<file path="config.mk">
export PLATFORM = sky130hd
export DESIGN_NAME = c2d_front
export DESIGN_NICKNAME = d
export VERILOG_FILES = /design/src/rtl/core/c2d_pkg.sv /design/src/rtl/core/c2d_front.sv
export SDC_FILE = /design/constraint.sdc
export NUM_CORES = 1
export LEC_CHECK = 0
export BUFFER_PORTS_ARGS = -buffer_cell sky130_fd_sc_hd__buf_2
export CORE_MARGIN = 10
export CORE_UTILIZATION = 61
export CTS_CLUSTER_SIZE = 14
export DETAILED_ROUTE_END_ITERATION = 16
export PLACE_DENSITY = 0.93
export SYNTH_ARGS = -nofsm -noshare
export SYNTH_HDL_FRONTEND = slang
export SYNTH_SLANG_ARGS = --single-unit
</file>
<file path="constraint.sdc">
create_clock -name clock -period 14.3 [get_ports clock]
set_input_delay 1.43 -clock clock [delete_from_list [all_inputs] [get_ports clock]]
set_output_delay 1.43 -clock clock [all_outputs]
set_load 0.05 [all_outputs]
</file>
<file path="src/rtl/core/c2d_pkg.sv">
package c2d_pkg;

   localparam int MaxWidth  = 1024;
   localparam int MaxHeight = 1024;
   localparam int MaxKernel = 7;
   localparam int KMaxOdd   = ((MaxKernel - 1) | 1);
   localparam int NumWeights = MaxKernel * MaxKernel;
   localparam int LineW     = MaxWidth + MaxKernel - 1;
   localparam int LineRows  = (MaxKernel > 1) ? MaxKernel - 1 : 1;
   localparam int CntW      = $clog2(LineW + 1);
   localparam int ColW      = $clog2(LineW);
   localparam int RowSelW   = (LineRows > 1) ? $clog2(LineRows) : 1;
   localparam int WIdxW     = $clog2(NumWeights);
   localparam int KW        = $clog2(MaxKernel + 1);
   localparam int SumW      = 40;

   localparam logic [1:0] CsrWidth  = 2'd0;
   localparam logic [1:0] CsrHeight = 2'd1;
   localparam logic [1:0] CsrKernel = 2'd2;

   localparam logic OpLoad  = 1'b0;
   localparam logic OpPixel = 1'b1;

   typedef struct packed {
      logic        opcode;
      logic [5:0]  weight_index;
      logic signed [15:0] weight_value;
      logic signed [15:0] pixel_value;
   } req_type;

   typedef struct packed {
      logic signed [SumW-1:0] conv_sum;
      logic [9:0] out_row;
      logic [9:0] out_col;
      logic       frame_done;
   } rsp_type;

   // classified pixel or weight load passed from front to back
   typedef struct packed {
      logic        is_load;
      logic [WIdxW-1:0] widx;
      logic signed [15:0] wval;
      logic signed [15:0] pix;
      logic [ColW-1:0]  col;
      logic [CntW-1:0]  row;
      logic        emit;
      logic [9:0]  oy;
      logic [9:0]  ox;
      logic        last;
   } cmd_type;

endpackage

</file>
<file path="src/rtl/core/c2d_front.sv">
module c2d_front (
   input  logic clock,
   input  logic reset,
   input  logic csr_we,
   input  logic [1:0] csr_index,
   input  logic [10:0] csr_wdata,
   input  logic in_valid,
   output logic in_ready,
   input  c2d_pkg::req_type in_data,
   output logic out_valid,
   input  logic out_ready,
   output c2d_pkg::cmd_type out_data,
   output logic [c2d_pkg::KW-1:0] k_eff
);
   import c2d_pkg::*;

   logic [10:0] width_ff, height_ff;
   logic [2:0]  ksize_ff;
   logic [CntW-1:0] row_ff, row_in, col_ff, col_in;
   logic [CntW-1:0] w, h, wp, hp, r, c;
   logic [KW-1:0] k;
   logic [2:0] kodd;
   logic fire;
   cmd_type cmd;

   always_comb begin
      kodd = ksize_ff | 3'd1;
      k = (KW'(kodd) > KW'(KMaxOdd)) ? KW'(KMaxOdd) : KW'(kodd);
      w = (width_ff == 11'd0) ? CntW'(1) :
          (width_ff > 11'(MaxWidth)) ? CntW'(MaxWidth) : CntW'(width_ff);
      h = (height_ff == 11'd0) ? CntW'(1) :
          (height_ff > 11'(MaxHeight)) ? CntW'(MaxHeight) : CntW'(height_ff);
      wp = w + CntW'(k) - CntW'(1);
      hp = h + CntW'(k) - CntW'(1);
      r = row_ff;
      c = col_ff;
      if (r >= hp || c >= wp) begin
         r = '0;
         c = '0;
      end
   end

   assign k_eff = k;
   assign fire = in_valid && in_ready;
   assign in_ready = !out_valid || out_ready;

   always_comb begin
      row_in = row_ff;
      col_in = col_ff;
      if (fire && in_data.opcode == OpPixel) begin
         if (c + CntW'(1) < wp) begin
            col_in = c + CntW'(1);
            row_in = r;
         end else begin
            col_in = '0;
            row_in = (r + CntW'(1) < hp) ? r + CntW'(1) : '0;
         end
      end
      cmd.is_load = (in_data.opcode == OpLoad);
      cmd.widx = in_data.weight_index;
      cmd.wval = in_data.weight_value;
      cmd.pix = in_data.pixel_value;
      cmd.col = c[ColW-1:0];
      cmd.row = r;
      cmd.emit = (cmd.is_load == 1'b0) && (r + CntW'(1) >= CntW'(k))
                 && (c + CntW'(1) >= CntW'(k));
      cmd.oy = 10'(r + CntW'(1) - CntW'(k));
      cmd.ox = 10'(c + CntW'(1) - CntW'(k));
      cmd.last = (r + CntW'(1) - CntW'(k) == h - CntW'(1))
                 && (c + CntW'(1) - CntW'(k) == w - CntW'(1));
   end

   always_ff @(posedge clock) begin
      if (reset) begin
         width_ff <= 11'd1024;
         height_ff <= 11'd1024;
         ksize_ff <= 3'd3;
         row_ff <= '0;
         col_ff <= '0;
         out_valid <= 1'b0;
      end else begin
         if (csr_we) begin
            case (csr_index)
               CsrWidth:  width_ff <= csr_wdata;
               CsrHeight: height_ff <= csr_wdata;
               CsrKernel: ksize_ff <= csr_wdata[2:0];
               default: ;
            endcase
            if (csr_index == CsrWidth || csr_index == CsrHeight ||
                csr_index == CsrKernel) begin
               row_ff <= '0;
               col_ff <= '0;
            end
         end else begin
            row_ff <= row_in;
            col_ff <= col_in;
         end
         if (in_ready) out_valid <= fire;
      end
   end

   always_ff @(posedge clock) begin
      if (fire) out_data <= cmd;
   end
endmodule

</file>
==> summary.txt, run 1 <==
Clocking
  • Clk sink count: 128
  • Cts hold-fix bufs: 0
  • Gates resized, CTS repair: 0
  • Clk slew on worst S/H paths: 60 ps
  • Later-pin clock latency in the skew report: 430 ps
  • Clk buf depth: 2
  • CTS tree: built
  • TritonCTS Buffers: 17
  • Root buffer cell: clkbuf_16
  • Setup bufs post-CTS: 0
  • Htree depth: 4

Worst setup path
  • CP most frequent cell: ha_1
  • Critical Path Max Stage Delay: 570 ps
  • CP Data Arrival Time: 8090 ps
  • R2R Setup Slk: 6460 ps
  • WS Path Type: reg2reg
  • Crit start category: register
  • Worst Setup End Kind: register
  • CP max FO: 20
  • Required @ worst endpoint: 14550 ps
  • Slowest CP cell: dfxtp_1

Logic synthesis
  • Synth Warn #: 0
  • Post-synth ARST share: 0%
  • Flops & latches, synth: 128
  • Simple-gate share of the synthesized area: 18.7%
  • Register area share after synthesis: 42.0%
  • Post-Synth XOR/XNOR Area: 8.23%
  • Post-synth EDFFs: 81
  • Count of cell types in the netlist: 84
  • Synthesized area: 8030 um2
  • Proportion of synthesized area in mux cells: 3.29%
  • Syn_nets: 912
  • Largest family of logic cells by synthesized area: simple AND/OR/NAND/NOR gates
  • Mapped Avg Cell Area: 9.88 um2
  • Adder-Cell Fraction of Synth Area: 6.98%
  • Synth Flop Type: edfxtp_1
  • Synth Area in Compound Gates: 16.2%
  • Post-Synthesis Cells: 813

Routing
  • Drt first pass iters: 7
  • Initial DRC count: 1422
  • Total Routed Length: 25100 um
  • DR WL/cell: 22.5 um
  • DRC errors left: 0
  • Antenna-violating nets left: 0
  • Vias/cell: 6.68
  • DR vias: 7432

Final layout
  • Final instance area: 9380 um2
  • Layout cells sized above 1: 22.1%
  • Antenna diode count: 0
  • Commonest non-fill, non-tap cell in the layout: buf_2
  • Post-Layout Cell Count: 1113
  • Post-Route Utilization: 73.4%
  • Most frequent cells in the layout: buf_2 (143), edfxtp_1 (81), nor2_1 (75)
  • Synth-to-layout area growth: 16.8%
  • Final Net Count: 1028

Timing
  • Setup Skew: 9.53 ps
  • Relative max-transition margin: 29.4%
  • Final Hold Vio Count: 0
  • Post-route minimum period: 7840 ps
  • TNS Setup: 0 ps
  • Fin worst setup slack: 6460 ps
  • Tcrit/Tclk final: 54.9%
  • Achievable frequency: 0.127 GHz
  • Fin. max-slew vios: 0
  • Worst Max-Slew Pin Slew: 1050 ps
  • Unrepaired setup endpoints after global routing: false
  • Final Setup Violations: 0

Die
  • Core ar.: 12800 um2
  • Cell row count: 41
  • Full die area: 18200 um2
  • Die height: 135 um
  • Die extent in x: 135 um
  • Effective utilization at floorplan: 62.9%
  • Top-level I/O count: 145

Placement
  • HPWL Detailed: 17600 um
  • I/O Buffers: 143
  • Placed Cells: 1082
  • Post-place instance area: 8780 um2
  • Pre-CTS WS: 6890 ps
  • GP Congestion: 0.981

Global routing
  • First-pass GRT wire length: 38700 um
  • Largest net degree at the start of global routing: 80
  • GRT Residual Overflow: 0
  • GRT Overall Usage: 27.1%
  • Vias in the first global route: 6895
  • Initial antenna violation count: 0

Power and ir drop
  • Worst vdd ir: 0.0632 mV
  • Leak Pwr: 3.91 nW
  • Pwr/cell area: 107 nW/um2

Hold path
  • Worst hold-check path type: reg2reg

Flow run
  • Maxcap violations: 0

Run status
  • Status: finished, final reports clean
[final timing paths]
check / cells past startpoint / from / endpoint
setup reg to reg: 29 / width_ff[10] / out_data[0]
setup / recovery: 29 / width_ff[10] / out_data[0]
hold / removal: 2 / out_valid / out_valid
hold reg to reg: 2 / out_valid / out_valid
[power by group]
group	switching, mW	leakage [nW]	internal [mW]	total (mW)
sequential	0.00930	1.13	0.409	0.418
clock	0.173	0.283	0.273	0.446
combinational	0.0967	2.50	0.0400	0.137
total	0.279	3.91	0.722	1.00
[layer usage]
metal	wire length, um	track usage (%)	part of all wire (%)
met1	9110	34.2	36
met2	11100	42.0	44
met3	3980	8.64	16
met5	0	0	0
met4	874	10.6	3.5
[registers in the layout, summed over array words and instances, names as in the netlist]
register   cells
out_data      81
col_ff        11
height_ff     11
row_ff        11
width_ff      11
ksize_ff       2
out_valid      1
[logic make-up (layout without fill, tap and decap cells)]
| kind of cell | Yosys count | in the layout |
|---|---|---|
| buffers and inverters | 87 | 215 |
| DFF | 128 | 128 |
| muxes | 26 | 26 |
| adders and majority gates | 44 | 44 |
| other | 1 | 1 |
| AOI/OAI and AO/OA | 172 | 172 |
| xor gates and xnor gates | 66 | 66 |
| and+or+nand+nor | 289 | 289 |
[through the flow]
stage | hold WS, ps | power (mW)
floorplan | 473 | 0.522
global placement | 503 | 0.556
detailed placement | 516 | 0.559
CTS | 526 | 0.997
global route | 562 | 1.02
finish | 521 | 1.00
[cell usage after synthesis (5+ instances only)]
cell / count / area share [%]
and2_1: 8 / 0.62
nand3_1: 13 / 0.81
xnor3_1: 6 / 1.7
nand2_1: 56 / 2.6
nor2b_1: 12 / 0.93
xor2_1: 19 / 2.1
o21a_1: 9 / 0.84
nor4_1: 8 / 0.62
nor3_1: 32 / 2.0
nor2_1: 75 / 3.5
a31oi_1: 7 / 0.55
and3_1: 26 / 2.0
clkbuf_1: 42 / 2.0
dfxtp_1: 47 / 12
nand2b_1: 7 / 0.55
nand4_1: 13 / 1.0
inv_1: 33 / 1.5
a21oi_1: 19 / 1.2
a21o_1: 5 / 0.47
o31ai_1: 5 / 0.47
or3_1: 8 / 0.62
edfxtp_1: 81 / 30
xnor2_1: 41 / 4.5
nor3b_1: 8 / 0.75
o21ai_0: 35 / 2.2
ha_1: 40 / 6.2
or2_2: 5 / 0.39
a32oi_1: 9 / 0.98
mux2i_1: 23 / 2.9
a22o_1: 12 / 1.3
[cell type report]
class / count / area [um2]
Tap cell: 172 / 215
Clock buffer: 18 / 429
Clock inverter: 13 / 163
Multi-Input combinational cell: 598 / 4300
Sequential cell: 128 / 3370
Fill cell: 822 / 3400
Inverter: 34 / 128
Timing Repair Buffer: 150 / 768
[critical path, delay by kind of cell (launching register included)]
family,cells,cell delay [ps]
AOI/OAI and AO/OA,7,1940
xor gates and xnor gates,3,560
adders and majority gates,5,1590
buffers and inverters,4,770
DFF,1,570
and+or+nand+nor,10,2210
No activity file was read; power rests on OpenSTA's default activity.
==> inputs of run 2 (changes only) <==
--- a/config.mk
+++ b/config.mk
@@ -7,10 +7,10 @@
 export LEC_CHECK = 0
 export BUFFER_PORTS_ARGS = -buffer_cell sky130_fd_sc_hd__buf_2
 export CORE_MARGIN = 10
-export CORE_UTILIZATION = 61
+export CORE_UTILIZATION = 57
 export CTS_CLUSTER_SIZE = 14
 export DETAILED_ROUTE_END_ITERATION = 16
-export PLACE_DENSITY = 0.93
+export PLACE_DENSITY = 0.88
 export SYNTH_ARGS = -nofsm -noshare
 export SYNTH_HDL_FRONTEND = slang
 export SYNTH_SLANG_ARGS = --single-unit
==> constraint.sdc (replaced) <==
create_clock -name clock -period 7.8 [get_ports clock]
set_input_delay 0.78 -clock clock [delete_from_list [all_inputs] [get_ports clock]]
set_output_delay 0.78 -clock clock [all_outputs]
set_load 0.05 [all_outputs]
==> run 2 against run 1 <==
Against the previous run:
- critical path depth fell by 2
- sequential share of layout area fell by 0.053 points
- global-route usage fell by 2.9 points
- non-clock buffer count rose by 5
- core utilization fell by 5.5 points
- clock skew fell by 0.81 ps
- register-to-register slack got worse by 5800 ps
- worst setup slack got worse by 5800 ps
- worst hold slack barely moved
- final area rose by 0.15%
- sequential power rose by 83%
==> summary.txt, run 2 (synthesis results as in run 1) <==
Routing
  • Antenna-violating nets left: 0 (unchanged)
  • Initial DRC count: 1213 (-15%)
  • Vias/cell: 6.46 (-3.2%)
  • Drt first pass iters: 7 (unchanged)
  • Total Routed Length: 24200 um (-3.5%)
  • DRC errors left: 0 (unchanged)
  • DR WL/cell: 21.5 um (-4.7%)
  • DR vias: 7284 (-2.0%)

Global routing
  • Vias in the first global route: 6914 (+0.28%)
  • GRT Overall Usage: 24.2% (-2.9 points)
  • GRT Residual Overflow: 0 (unchanged)
  • First-pass GRT wire length: 38000 um (-1.9%)
  • Largest net degree at the start of global routing: 83 (+3.8%)
  • Initial antenna violation count: 0 (unchanged)

Placement
  • I/O Buffers: 143 (unchanged)
  • HPWL Detailed: 17900 um (+2.2%)
  • Placed Cells: 1095 (+1.2%)
  • GP Congestion: 1.01 (+3.3%)
  • Pre-CTS WS: 663 ps (-6220 ps)

Timing
  • Unrepaired setup endpoints after global routing: false
  • Tcrit/Tclk final: 91.9% (+37 points)
  • Post-route minimum period: 7170 ps (-679 ps)
  • Setup Skew: 8.72 ps (-0.810 ps)
  • Final Setup Violations: 0 (unchanged)
  • Final Hold Vio Count: 0 (unchanged)
  • Achievable frequency: 0.140 GHz (+9.5%)
  • TNS Setup: 0 ps (unchanged)
  • Fin. max-slew vios: 0 (unchanged)
  • Fin worst setup slack: 634 ps (-5820 ps)
  • Worst Max-Slew Pin Slew: 1040 ps (-13.6 ps)
  • Relative max-transition margin: 30.6% (+1.2 points)

Final layout
  • Post-Layout Cell Count: 1127 (+1.3%)
  • Synth-to-layout area growth: 17.0%
  • Post-Route Utilization: 67.9% (-5.5 points)
  • Commonest non-fill, non-tap cell in the layout: buf_2
  • # fillers: 1023 (+24%)
  • Antenna diode count: 0 (unchanged)
  • Most frequent cells in the layout: buf_2 (143), edfxtp_1 (81), nor2_1 (75)
  • Largest reg by FF count: out_data
  • Layout cells sized above 1: 22.5% (+0.39 points)
  • Largest register FFs: 81 (unchanged)
  • Final Net Count: 1033 (+0.49%)

Power and ir drop
  • Pwr/cell area: 187 nW/um2 (+75%)
  • Leak Pwr: 3.92 nW (+0.23%)
  • Worst vdd ir: 0.142 mV (+120%)

Die
  • Die height: 139 um (+2.9%)
  • Effective utilization at floorplan: 58.1% (-4.8 points)
  • Full die area: 19200 um2 (+6.0%)
  • Die extent in x: 139 um (+2.9%)
  • Top-level I/O count: 145 (unchanged)
  • Core ar.: 13800 um2 (+8.2%)
  • Cell row count: 43 (+4.9%)

Clocking
  • CTS tree: built
  • Root buffer cell: clkbuf_16
  • TritonCTS Buffers: 17 (unchanged)
  • Later-pin clock latency in the skew report: 430 ps (about the same)
  • Clk sink count: 128 (unchanged)
  • Cts hold-fix bufs: 0 (unchanged)
  • Clk slew on worst S/H paths: 60 ps (about the same)
  • Htree depth: 4 (unchanged)
  • Clk buf depth: 2 (unchanged)

Run status
  • Status: finished, final reports clean

Worst setup path
  • CP Data Arrival Time: 7530 ps (-560 ps)
  • R2R Setup Slk: 630 ps (-5820 ps)
  • WS Path Type: reg2reg
  • Worst Setup End Kind: register
  • RR Startpoint: width_ff[10]
  • CP max FO: 13 (-35%)
  • Crit start category: register
  • Critical Path Sink: row_ff[1]
  • Required @ worst endpoint: 8160 ps (-6390 ps)
  • R2r endpoint: row_ff[1]
  • Reg2Reg Depth: 27 (-6.9%)
  • CP Launch Point: width_ff[10]

Hold path
  • Worst hold-check path type: reg2reg
  • WHS Path Cells: 2 (unchanged)

Flow run
  • Maxcap violations: 0 (unchanged)
## run 2: cell count changes in the layout (fill, tap and decap cells not counted), sizes merged
cell      before  now
bufinv         3    1
buf          150  155
clkinv         6    7
clkinvlp       3    4
clkbuf        18   19
## run 2: report_power, final
| group | leakage [nW] | internal (mW) | switching, mW |
|---|---|---|---|
| Clock | 0.257 | 0.437 | 0.306 |
| Combinational | 2.53 | 0.0737 | 0.176 |
| Sequential | 1.13 | 0.750 | 0.0163 |
| Total | 3.92 | 1.26 | 0.498 |
## run 2: cell type report
| class | instances | area (um2) | area share [%] |
|---|---|---|---|
| clock buffer | 19 | 433 | 4.61 |
| multi-input combinational | 598 | 4310 | 45.9 |
| sequential | 128 | 3370 | 35.9 |
| clock inverter | 13 | 114 | 1.21 |
| inverter | 34 | 128 | 1.36 |
| tap | 180 | 225 | 2.40 |
| timing repair buffer | 155 | 806 | 8.58 |
## run 2: worst min path at each step
stage                  from           end
4_1_cts          in_data[5]  out_data[49]
3_5_place_dp      out_valid     out_valid
2_1_floorplan  height_ff[0]  height_ff[0]
5_1_grt         in_data[28]  out_data[72]
6_report          out_valid     out_valid
3_3_place_gp      out_valid     out_valid
## run 2: through the flow
stage	hold WS, ps	power, mW	instance area [um2]
after floorplan	473	0.958	8030
after global placement	502	1.02	8830
after detailed placement	517	1.03	8830
after CTS	522	1.76	9380
after global routing	524	1.81	9390
final	520	1.76	9390
## run 2: critical path: stages, from the launching register on
cell	delay (ps)
dfxtp_1	540
inv_1	260
nand2_1	180
inv_1	90
ha_1	280
a21oi_1	230
nand2b_1	160
xnor2_1	120
nand2_1	110
ha_1	330
a21o_1	180
a311oi_1	250
o221ai_1	180
maj3_1	390
and2_1	180
nor2_1	250
nand2_1	110
inv_1	130
ha_1	260
and4_1	260
and2_1	190
xnor2_1	70
nor3_1	610
ha_1	370
a21oi_1	130
o211a_1	530
a41o_1	480
a22o_1	200
## run 2: timing repair
action                                 in CTS  in global routing
resized for setup                           0                  2
buffers inserted                            0                  0
setup endpoints to repair                   0                 10
endpoints found under the hold margin       0                  0
## run 2: routing by layer
metal / vias to the layer above / routed length, um / global-route usage (%)
met5: - / 0 / 0
met4: 0 / 839 / 9.67
li1: 3270 / - / -
met3: 92 / 3110 / 7.05
met1: 3364 / 9660 / 31.7
met2: 558 / 10600 / 36.8
